--- src/hw/rtl/mandelbrot_escape_time_unit_assert.svh ---
// Assertion macros for the escape-time unit.
`ifndef MANDELBROT_ESCAPE_TIME_UNIT_ASSERT_SVH
`define MANDELBROT_ESCAPE_TIME_UNIT_ASSERT_SVH

`ifndef SYNTHESIS

// Property holds at every clock edge outside reset.
`define MET_ASSERT(label, clk, rst, prop) \
   label: assert property (@(posedge clk) disable iff (rst) (prop)) \
      else $error("met assertion failed");

// Antecedent in one cycle implies consequent in the next.
`define MET_ASSERT_NEXT(label, clk, rst, ante, cons) \
   label: assert property (@(posedge clk) disable iff (rst) (ante) |=> (cons)) \
      else $error("met assertion failed");

`else

`define MET_ASSERT(label, clk, rst, prop)
`define MET_ASSERT_NEXT(label, clk, rst, ante, cons)

`endif

`endif

--- src/hw/rtl/met_pkg.sv ---
package met_pkg;

   localparam int FRACTION_BITS = 26;
   localparam int INT_BITS      = 6;
   localparam int FIX_W         = FRACTION_BITS + INT_BITS;
   localparam int PROD_W        = 2 * FIX_W;
   localparam int SUM_W         = PROD_W + 2;
   localparam int MAG_W         = PROD_W + 1;

   localparam int INDEX_W     = 11;
   localparam int STEP_W      = 26;
   localparam int LIMIT_W     = 6;
   localparam int COUNT_W     = 6;
   localparam int GLYPH_W     = 7;
   localparam int CPROD_W     = INDEX_W + STEP_W + 1;
   localparam int REQ_DATA_W  = 24;
   localparam int RSP_DATA_W  = 16;
   localparam int CSR_INDEX_W = 2;

   localparam logic [STEP_W-1:0]  COLUMN_STEP_RESET = 26'd3073586;
   localparam logic [STEP_W-1:0]  ROW_STEP_RESET    = 26'd5592182;
   localparam logic [LIMIT_W-1:0] LIMIT_RESET       = 6'd16;

   // |z|^2 > 4 at full product scale
   localparam logic [MAG_W-1:0] ESCAPE_BOUND = MAG_W'(1) << (2 * FRACTION_BITS + 2);

   localparam logic [GLYPH_W-1:0] GLYPH_SPACE      = 7'd32;
   localparam logic [GLYPH_W-1:0] GLYPH_ZERO       = 7'd48;
   localparam logic [GLYPH_W-1:0] GLYPH_LETTER_GAP = 7'd7;
   localparam logic [COUNT_W-1:0] GLYPH_DIGIT_MAX  = 6'd9;

   typedef logic signed [FIX_W-1:0] fix_type;
   typedef logic signed [SUM_W-1:0] sum_type;

   localparam fix_type FIX_MAX = fix_type'({1'b0, {(FIX_W-1){1'b1}}});
   localparam fix_type FIX_MIN = fix_type'({1'b1, {(FIX_W-1){1'b0}}});

   typedef enum logic [CSR_INDEX_W-1:0] {
      CSR_COLUMN_STEP     = 2'd0,
      CSR_ROW_STEP        = 2'd1,
      CSR_ITERATION_LIMIT = 2'd2
   } csr_index_type;

   typedef struct packed {
      logic load;
      logic step;
      logic emit;
   } cmd_type;

   typedef struct packed {
      logic hit;
      logic finish;
   } status_type;

   function automatic fix_type saturate(input sum_type v);
      logic [SUM_W-FIX_W:0] upper;
      upper = v[SUM_W-1:FIX_W-1];
      if ((&upper) || !(|upper)) begin
         return fix_type'(v[FIX_W-1:0]);
      end else if (v[SUM_W-1]) begin
         return FIX_MIN;
      end else begin
         return FIX_MAX;
      end
   endfunction

   function automatic logic [GLYPH_W-1:0] glyph_of(input logic hit,
                                                   input logic [COUNT_W-1:0] cnt);
      logic [GLYPH_W-1:0] g;
      g = GLYPH_ZERO + GLYPH_W'(cnt);
      if (cnt > GLYPH_DIGIT_MAX) begin
         g = g + GLYPH_LETTER_GAP;
      end
      if (!hit) begin
         g = GLYPH_SPACE;
      end
      return g;
   endfunction

endpackage

--- src/hw/rtl/met_controller.sv ---
module met_controller (
   input  logic                clock,
   input  logic                reset,
   input  logic                req_tvalid,
   output logic                req_tready,
   output logic                rsp_tvalid,
   input  logic                rsp_tready,
   output met_pkg::cmd_type    cmd,
   input  met_pkg::status_type status
);

   typedef enum logic [1:0] {
      ST_IDLE = 2'b01,
      ST_RUN  = 2'b10
   } state_type;

   state_type state_ff, state_in;
   logic      rsp_valid_ff, rsp_valid_in;
   logic      out_free;

   assign req_tready = (state_ff == ST_IDLE);
   assign out_free   = !rsp_valid_ff || rsp_tready;

   assign cmd.load = req_tvalid && req_tready;
   assign cmd.step = (state_ff == ST_RUN) && !status.finish;
   assign cmd.emit = (state_ff == ST_RUN) && status.finish && out_free;

   always_comb begin
      state_in = state_ff;
      case (state_ff)
         ST_IDLE: begin
            if (cmd.load) begin
               state_in = ST_RUN;
            end
         end
         ST_RUN: begin
            if (cmd.emit) begin
               state_in = ST_IDLE;
            end
         end
         default: begin
            state_in = ST_IDLE;
         end
      endcase
   end

   always_comb begin
      rsp_valid_in = rsp_valid_ff;
      if (cmd.emit) begin
         rsp_valid_in = 1'b1;
      end else if (rsp_tready) begin
         rsp_valid_in = 1'b0;
      end
   end

   always_ff @(posedge clock) begin
      if (reset) begin
         state_ff     <= ST_IDLE;
         rsp_valid_ff <= 1'b0;
      end else begin
         state_ff     <= state_in;
         rsp_valid_ff <= rsp_valid_in;
      end
   end

   assign rsp_tvalid = rsp_valid_ff;

`include "mandelbrot_escape_time_unit_assert.svh"

   `MET_ASSERT_NEXT(a_load_starts_run, clock, reset, cmd.load, state_ff == ST_RUN)
   `MET_ASSERT_NEXT(a_emit_shows_word, clock, reset, cmd.emit, rsp_valid_ff)
   `MET_ASSERT_NEXT(a_blocked_result_held, clock, reset,
                    (state_ff == ST_RUN) && status.finish && !out_free,
                    (state_ff == ST_RUN) && rsp_valid_ff)

endmodule

--- config.mk ---
export PLATFORM = sky130hd
export DESIGN_NAME = met_controller
export DESIGN_NICKNAME = d
export VERILOG_FILES = /design/src/hw/rtl/met_pkg.sv /design/src/hw/rtl/met_controller.sv
export VERILOG_INCLUDE_DIRS = /design/src /design/src/hw/rtl
export SDC_FILE = /design/constraint.sdc
export NUM_CORES = 1
export LEC_CHECK = 0
export ABC_AREA = 1
export BUFFER_PORTS_ARGS = -buffer_cell sky130_fd_sc_hd__buf_4
export CORE_AREA = 5 5 42 44
export DETAILED_ROUTE_END_ITERATION = 10
export DIE_AREA = 0 0 47 49
export PLACE_DENSITY = 0.42
export SYNTH_ARGS = -nofsm -noshare
export SYNTH_HDL_FRONTEND = slang
export SYNTH_SLANG_ARGS = --single-unit
--- constraint.sdc ---
create_clock -name clock -period 0.9 [get_ports clock]
set_clock_uncertainty 0.15 [all_clocks]
set_input_delay 0.09 -clock clock [delete_from_list [all_inputs] [get_ports clock]]
set_output_delay 0.09 -clock clock [all_outputs]
set_load 0.01 [all_outputs]
[Word-level counts from Yosys, hierarchy flattened]
Cells that the tools add are included.
Word-level totals
  logic and storage cells: 20
  register bits: 3
Operators by class
  reduce and logical (&&, ||, !) cells: 9
  muxes and demuxes: 5
  equality and inequality tests: 4
Operators with widths (count)
  logical AND 1 bit: 4
  2-to-1 mux 2 bit: 2
  one-hot mux 2 bit (2 select lines): 1
  equality test 2 x 1 -> 1 bit (second input constant): 1
  equality test 2 bit (second input constant): 1
  logical NOT 1 bit: 2
  2-to-1 mux 1 bit: 2
  != test 2 x 1 -> 1 bit (second input constant): 1
  != test 2 bit (second input constant): 1
  AND reduction 2 bit: 1
  nonzero test 2 bit: 1
  logical OR 1 bit: 1

[Logic depth before layout (Yosys ltp)]
Gate-level depths: netlist of run 1.
  depth after elaboration: 5
  depth in mapped cells: 5
  depth with buffers taken out: 5

[Worst setup path after synthesis of run 1]
OpenSTA, ideal clock, no wires.
  kind: reg-to-reg
  start: reg state_ff[0]
  end: reg state_ff[0]
  arrival time: 0.725 ns
  library setup time: 0.128 ns
  required time: 0.622 ns
  setup slack: -0.103 ns
  path buffers: 0
  stages on the path, launching flop included: 4
  period minus slack after synthesis: 1.003 ns
  path through: dfxtp_1 -> inv_2 -> nor3b_2 -> o21bai_1
RTL lines
  start: declaration: line met_controller.sv:17  | state_type state_ff, state_in;
  start signal: assignment: line met_controller.sv:61  | state_ff <= state_in;

==> results.yml, run 1 <==
grt:
  grt_overflow: 0
  grt_pass1_wl_um: 669
  grt_pass1_vias: 176
  antenna_found_initial: 0
  grt_max_degree: 5
  grt.total_usage_pct: 4.44
worst_setup_path:
  timing.rr.end: "state_ff[1]"
  path_delay_family: "flip-flops"
  worstPathArrival_ns: 0.95
  critPathMaxFanout: 4
  endpoint_kind: "output pin"
  reg2reg_from: "state_ff[0]"
  slowest_delay_ns: 0.33
  worst_setup_path_start_kind: "register"
  worst-path-buf-inv: 2
  setup.worst_path.class: "reg2out"
  r2r_cells: 5
  worst_ep_required_time_ns: 0.66
  rrSetupSlack_ns: -0.15
  critical_path.cell_chain: "inv_4 > nor3b_4 > buf_6"
  slowest_stage: "dfxtp_2"
status:
  outcome: "finished with violations"
  violations: "negative setup slack"
floorplan:
  row_count: 14
  pin_count: 11
  start_util_pct: 10.1
  die-area_um2: 2300
  die-height_um: 49
  die-width_um: 47
  core_area_um2: 1400
placement:
  place_hpwl_um: 318
  placed_cell_area_um2: 245
  post-place-ws_ns: -0.0941
  port_buffers: 9
  gp_congestion: 0.555
power:
  p_comb_share_pct: 18.2
  power.internal_uw: 357
  switching_share_pct: 24.0
  peakVddDrop_v: 0.000378
  switchingPower_uw: 113
  p_per_area_nw_per_um2: 1390
  p_leak_uw: 0.000148
  seqPwrFrac_pct: 31.7
  clockPowerShare_pct: 50.0
layout:
  drive_above_1_share_pct: 71.4
  postLayoutCoreUtil_pct: 24.1
  nets: 42
  fin_area_um2: 338
  syn2layout_area_growth_pct: 139
  antenna-diode-count: 0
  nFillCells: 157
drt:
  drc_errors: 0
  num_vias: 183
  viasPerCell: 3.59
  routedWlPerCell_um: 8.63
  first_pass_iters: 1
  ant_nets: 0
  drt_iter0_drc: 0
  drt-total-wl_um: 440
synthesis:
  ys_warn_count: 0
  syn_inst: 18
  synth_area_leader_cell: "dfxtp_1"
  yosysSeqAreaShare_pct: 42.5
  synth_area_um2: 141
  synth_top_cell_area_share_pct: 42.5
  yosys-top-cells-area: "dfxtp_1 42%, nor2_1 11%, nor3b_2 8.8%"
  avgSynthCellArea_um2: 7.85
  ys_ff_latch: 3
  ys_types: 11
  syn_nets: 24
sta:
  finalCritPeriodShare_pct: 132
  worst_slack_ns: -0.287
  period_minus_slack_ns: 1.19
  max_freq_mhz: 843
  timing.final.max_slew_violations: 0
  grt_setup_unrepaired: "true"
  maxSlewHeadroom_pct: 88.5
  worst-slew-pin-transition_ns: 0.172
  finalHoldViolCount: 0
  setup_viol: 8
clocking:
  h-tree-depth: 1
  numCtsBuffers: 3
  path_clk_slew_ns: 0.04
  cts.sinks: 3
  worstSkewPairLatency_ns: 0.23
  cts_tree: "built"
  cts_max_path_buffers: 2
  root_buffer: "clkbuf_4"
job:
  max_cap_violations: 0
hold_path:
  min_from: "status[0]"
  hold_depth: 3
  whs_endpoint: "state_ff[0]"
  hold_class: "in2reg"
[area by class of cell]
cell class,instances,area [um2],share of cell area [%]
multi-input combinational,12,92.6,27.4
clock buffer,4,26.3,7.78
inverter,2,10.0,2.96
sequential,3,66.3,19.6
tap,16,20.0,5.93
timing repair buffer,14,123,36.3
[worst reg2reg max path, cell delays in order, from the launching register on]
cell and delay, ns:
dfxtp_2 0.33, inv_4 0.05, nor3b_4 0.21, buf_4 0.14, nor2_1 0.03, nor2_1 0.07
[repair_timing]
item,in CTS,in global routing
pin swaps,1,2
hold buffers,1,0
hold endpoints to repair,3,0
endpoints found under the setup margin,8,8
buffers inserted,1,1
gates resized for setup,8,3
[through the flow]
stage	setup TNS [ns]	hold slack, ns	total power [uW]	std cells
finish	-1.50	0.0322	470	51
global route	-1.99	0.0476	509	51
CTS	-1.39	0.0164	477	50
detailed placement	-0.357	0.122	217	44
global placement	-0.321	0.114	216	44
floorplan	-0.126	0.00497	180	18
[per-layer routing]
layer  vias to the layer above  track usage (%)  routed length (um)
li1                         92                -                   -
met1                        87             3.96                 153
met2                         4             5.88                 249
met3                         0             3.69                  37
met4                         0             4.15                   0
met5                         -                0                   0
[cells by family after synthesis]
kind of cell           share of synthesized area (%)
AO/OA/AOI/OAI                                   18.6
buffers and inverters                           10.6
flip-flops                                      42.5
AND/OR/NAND/NOR                                 28.3
[power groups by stage]
stage / clock network, uW / logic [uW] / registers, uW
5_1_grt: 264 / 94.5 / 150
2_1_floorplan: 0 / 30.6 / 149
3_5_place_dp: 0 / 67.4 / 150
3_3_place_gp: 0 / 66.3 / 150
6_report: 235 / 85.7 / 149
4_1_cts: 248 / 80.2 / 148
[state kept, by name, indices dropped and copies added, names as in the netlist]
register / cells
state_ff: 2
rsp_tvalid: 1
[synth_stat cells, drive strengths merged]
| library cell | count |
|---|---|
| a21oi | 3 |
| nand2 | 2 |
| buf | 1 |
| dfxtp | 3 |
| inv | 2 |
| o21bai | 1 |
| nand3 | 1 |
| nor3b | 1 |
| nor2 | 4 |
[cells in the final DEF, fill, tap and decap left out, drive strengths merged]
master / n
a21oi: 3
buf: 13
clkbuf: 4
dfxtp: 3
dlygate4sd3: 1
inv: 2
nand2: 2
nand3: 1
nor2: 4
nor3b: 1
o21bai: 1
[worst max-delay path by stage]
stage,slack (ns),depth (start not counted),to,startpoint
after floorplan,-0.05,3,state_ff[0],state_ff[0]
after global placement,-0.09,4,cmd[0],state_ff[0]
after detailed placement,-0.09,4,cmd[0],state_ff[0]
after CTS,-0.29,2,cmd[2],state_ff[1]
after global routing,-0.35,4,cmd[0],state_ff[0]
final,-0.29,3,cmd[2],state_ff[0]
Power figures use the tool's default switching activity.
==> run 2, diff against run 1 <==
Settings changed: CORE_AREA 5 5 42 44 to 2 2 39 41, DIE_AREA 0 0 47 49 to 0 0 41 43.
==> run 2 against run 1 <==
The flow still finishes with violations (negative setup slack); fmax rose by 0.97%; sequential power about the same; critical path type unchanged; hold slack better by 0.013 ns; critical path depth fell by 1; largest power group unchanged; cell count down 2.0%; die area shrank 23%; non-clock buffer count is 1 lower; final area did not move; sequential cell count did not move; worst setup slack better by 0.011 ns.
==> results.yml, run 2 (same netlist as run 1, synthesis figures left out) <==
floorplan:
  core_area_um2: 1380
  start_util_pct: 10.2
  die-width_um: 41
  die-height_um: 43
  die-area_um2: 1760
  pin_count: 11
  row_count: 14
placement:
  place_inst: 43
  gp_congestion: 0.621
  port_buffers: 9
  place_hpwl_um: 302
  post-place-ws_ns: -0.0779
status:
  outcome: "finished with violations"
  violations: "negative setup slack"
worst_setup_path:
  worst_ep_required_time_ns: 0.66
  worst_setup_path_start_kind: "register"
  critical_path.cell_chain: "nor3b_4 > buf_6"
  critPathMaxFanout: 4
  worstPathArrival_ns: 0.94
  setup.worst_path.class: "reg2out"
  slowest_stage: "dfxtp_4"
  timing.rr.end: "state_ff[1]"
  reg2reg_from: "state_ff[1]"
  r2r_cells: 5
  path_delay_family: "flip-flops"
  worst-path-buf-inv: 1
  rrSetupSlack_ns: -0.23
  endpoint_kind: "output pin"
  slowest_delay_ns: 0.36
drt:
  num_vias: 172
  routedWlPerCell_um: 8.64
  drt_iter0_drc: 3
  drc_errors: 0
  drt-total-wl_um: 432
  first_pass_iters: 4
  viasPerCell: 3.44
  ant_nets: 0
grt:
  antenna_found_initial: 0
  grt_overflow: 0
  grt_max_degree: 5
  grt_pass1_wl_um: 710
  grt_pass1_vias: 167
  grt.total_usage_pct: 6.72
layout:
  nets: 41
  antenna-diode-count: 0
  postLayoutCoreUtil_pct: 24.4
  largest_register_ffs: 2
  finalNonFillerCells: 50
  regMostFlops: "state_ff"
  syn2layout_area_growth_pct: 139
  final_common_cell: "buf_4"
  drive_above_1_share_pct: 79.4
  layout_common_cells: "8 x buf_4, 4 x buf_6, 3 x a21oi_2, 3 x clkbuf_4"
  nFillCells: 152
clocking:
  cts_tree: "built"
  worstSkewPairLatency_ns: 0.23
  h-tree-depth: 1
  cts_max_path_buffers: 2
  cts.sinks: 3
  path_clk_slew_ns: 0.03
  numCtsBuffers: 3
  root_buffer: "clkbuf_4"
sta:
  period_minus_slack_ns: 1.18
  worst_slack_ns: -0.275
  grt_setup_unrepaired: "true"
  finalCritPeriodShare_pct: 131
  finalHoldViolCount: 0
  setup_tns_ns: -1.43
  maxSlewHeadroom_pct: 88.5
  timing.final.max_slew_violations: 0
  max_freq_mhz: 851
  setup_viol: 8
  worst-slew-pin-transition_ns: 0.172
hold_path:
  min_from: "status[0]"
  hold_class: "in2reg"
  hold_depth: 3
  whs_endpoint: "state_ff[0]"
job:
  max_cap_violations: 0
power:
  p_leak_uw: 0.000145
  peakVddDrop_v: 0.000505
  finalPower_uw: 475
  p_per_area_nw_per_um2: 1410
[run 2: worst max-delay path by stage]
stage / from / endpoint / slack, ns / cells after the start
6_report: state_ff[1] / cmd[2] / -0.28 / 2
5_1_grt: state_ff[1] / cmd[2] / -0.33 / 2
4_1_cts: state_ff[1] / cmd[2] / -0.28 / 2
3_5_place_dp: state_ff[0] / cmd[2] / -0.08 / 3
3_3_place_gp: state_ff[0] / cmd[0] / -0.08 / 4
2_1_floorplan: state_ff[0] / state_ff[0] / -0.05 / 3
[run 2: repair_timing]
| item | in CTS | in global routing |
|---|---|---|
| endpoints found under the hold margin | 3 | 0 |
| hold buffers | 1 | 0 |
| buffers inserted | 1 | 1 |
| gates cloned | 0 | 0 |
| setup endpoints to repair | 8 | 8 |
| gates resized for setup | 9 | 5 |
| pin swaps | 2 | 2 |
[run 2: power by group]
part	internal, uW	leakage, uW	switching (uW)
clock network	166	0.0000150	62.7
logic	57.2	0.000104	39.3
registers	141	0.0000255	9.77
[run 2: worst reg2reg max path, delay by kind of cell, from the launching register on]
kind | cells | cell delay [ns]
buffers and inverters | 2 | 0.23
flip-flops | 1 | 0.36
AND/OR/NAND/NOR | 3 | 0.33
[run 2: layer usage]
metal  wire [um]  part of all wire, %  vias up  global-route usage, %
li1            -                    -       91                      -
met1         220                   51       69                   8.65
met2         153                   35       10                   5.94
met3          51                   12        2                   6.28
met4           6                  1.4        0                   6.00
met5           0                    0        -                      0
[run 2: area by class of cell]
type / instances / area (um2) / area share [%]
tap: 16 / 20.0 / 5.93
timing repair buffer: 13 / 115 / 34.1
sequential: 3 / 66.3 / 19.6
clock buffer: 4 / 26.3 / 7.78
multi-input combinational: 12 / 100 / 29.6
inverter: 2 / 10.0 / 2.96
[run 2: through the flow]
step / cell area, um2 / hold slack [ns]
after floorplan: 150 / 0.00497
after global placement: 238 / 0.116
after detailed placement: 238 / 0.117
after CTS: 309 / 0.0187
after global routing: 338 / 0.0531
final: 338 / 0.0453
==> run 3, diff against run 2 <==
Settings changed: CTS_BUF_LIST set to sky130_fd_sc_hd__clkbuf_4.
==> run 3 against run 2 <==
The run still ends with negative setup slack left; utilization grew 0.27 points; sequential cell count is the same; cell count is the same; die area is the same; total power grew 6.3%; clock power grew 13%; wire length grew 0.23%; register-to-register slack is essentially flat; via count is the same; worst setup slack lost 0.00095 ns; first-iteration DRC count is the same; critical path type unchanged.
==> results.yml, run 3 (same netlist as run 1, synthesis figures left out) <==
status:
  outcome: "finished with violations"
  violations: "negative setup slack"
sta:
  worst-slew-pin-transition_ns: 0.172
  maxSlewHeadroom_pct: 88.5
  finalCritPeriodShare_pct: 131
  finalHoldViolCount: 0
  period_minus_slack_ns: 1.18
  timing.final.max_slew_violations: 0
  grt_setup_unrepaired: "true"
  worst_slack_ns: -0.276
  max_freq_mhz: 850
  setup_viol: 8
worst_setup_path:
  worst_setup_path_start_kind: "register"
  slowest_stage: "dfxtp_4"
  slowest_delay_ns: 0.36
  critPathMaxFanout: 4
  critical_path.cell_chain: "nor3b_4 > buf_6"
  worst-path-buf-inv: 1
  endpoint_kind: "output pin"
  path_delay_family: "flip-flops"
  worst_ep_required_time_ns: 0.66
  setup.worst_path.class: "reg2out"
  worstPathArrival_ns: 0.94
clocking:
  cts_max_path_buffers: 2
  cts_tree: "built"
  h-tree-depth: 1
  path_clk_slew_ns: 0.03
  worstSkewPairLatency_ns: 0.23
  numCtsBuffers: 3
  cts.sinks: 3
  root_buffer: "clkbuf_4"
layout:
  final_common_cell: "buf_4"
  drive_above_1_share_pct: 82.4
  layout_common_cells: "8 x buf_4, 4 x clkbuf_4, 4 x buf_6"
  regMostFlops: "state_ff"
  fin_area_um2: 342
  antenna-diode-count: 0
  syn2layout_area_growth_pct: 142
  nets: 41
  largest_register_ffs: 2
placement:
  port_buffers: 9
  placed_cell_area_um2: 238
  place_hpwl_um: 302
  gp_congestion: 0.621
floorplan:
  die-height_um: 43
  pin_count: 11
  die-area_um2: 1760
  die-width_um: 41
  core_area_um2: 1380
  row_count: 14
  start_util_pct: 10.2
grt:
  grt_pass1_vias: 167
  grt.total_usage_pct: 6.72
  antenna_found_initial: 0
  grt_overflow: 0
  grt_pass1_wl_um: 710
  grt_max_degree: 5
power:
  clockPowerShare_pct: 51.1
  finalPower_uw: 505
  peakVddDrop_v: 0.000505
  switching_share_pct: 22.1
  p_leak_uw: 0.000148
  p_comb_share_pct: 19.1
  p_per_area_nw_per_um2: 1480
  power.internal_uw: 394
  switchingPower_uw: 112
  seqPwrFrac_pct: 29.8
hold_path:
  hold_class: "in2reg"
drt:
  drt-total-wl_um: 433
  ant_nets: 0
  first_pass_iters: 4
  drc_errors: 0
  num_vias: 172
  drt_iter0_drc: 3
  viasPerCell: 3.44
  routedWlPerCell_um: 8.66
job:
  max_cap_violations: 0
run 3: cell counts in the layout (fill, tap and decap cells not counted):
No cell type changed its count.
run 3: through the flow:
step | setup WS [ns] | util [%] | hold slack [ns] | instances | TNS [ns]
3_3_place_gp | -0.0782 | 17.2 | 0.116 | 43 | -0.336
6_report | -0.276 | 24.7 | 0.0443 | 50 | -1.44
3_5_place_dp | -0.0779 | 17.2 | 0.117 | 43 | -0.339
2_1_floorplan | -0.0490 | - | 0.00497 | 18 | -0.126
4_1_cts | -0.282 | 22.6 | 0.0162 | 49 | -1.33
5_1_grt | -0.329 | 24.7 | 0.0511 | 50 | -1.81
run 3: final timing paths:
path          startpoint          end  slack (ns)  depth (start not counted)
max          state_ff[1]       cmd[2]       -0.28                          2
max reg2reg  state_ff[1]  state_ff[1]       -0.23                          5
min            status[0]  state_ff[0]        0.04                          3
min reg2reg   rsp_tvalid   rsp_tvalid        0.40                          2
run 3: area by class of cell:
cell class / count / area, um2
fill: 150 / 1040
timing repair buffer: 13 / 115
multi-input combinational: 12 / 100
sequential: 3 / 66.3
clock buffer: 4 / 30.0
tap: 16 / 20.0
inverter: 2 / 10.0
run 3: power groups by stage:
stage | Clock (uW) | Combinational, uW | Sequential (uW)
2_1_floorplan | 0 | 30.6 | 149
3_3_place_gp | 0 | 65.9 | 150
3_5_place_dp | 0 | 66.0 | 150
4_1_cts | 274 | 82.6 | 149
5_1_grt | 288 | 104 | 151
6_report | 258 | 96.6 | 151
run 3: routing by layer:
metal  track usage (%)  wire (um)
met3              6.28         51
met4              6.00          6
met2              5.94        156
met5                 0          0
met1              8.65        219
run 3: what timing repair did:
| item | in CTS | in global routing |
|---|---|---|
| hold endpoints to repair | 3 | 0 |
| pin swaps | 2 | 2 |
| setup endpoints to repair | 8 | 8 |
| hold buffers | 1 | 0 |
| resized for setup | 9 | 5 |
| buffers inserted | 1 | 1 |
run 3: worst register-to-register path: cells and delay by family (launching register included):
kind / cells / cell delay (ns)
DFF: 1 / 0.36
and+or+nand+nor: 3 / 0.33
buffers and inverters: 2 / 0.23
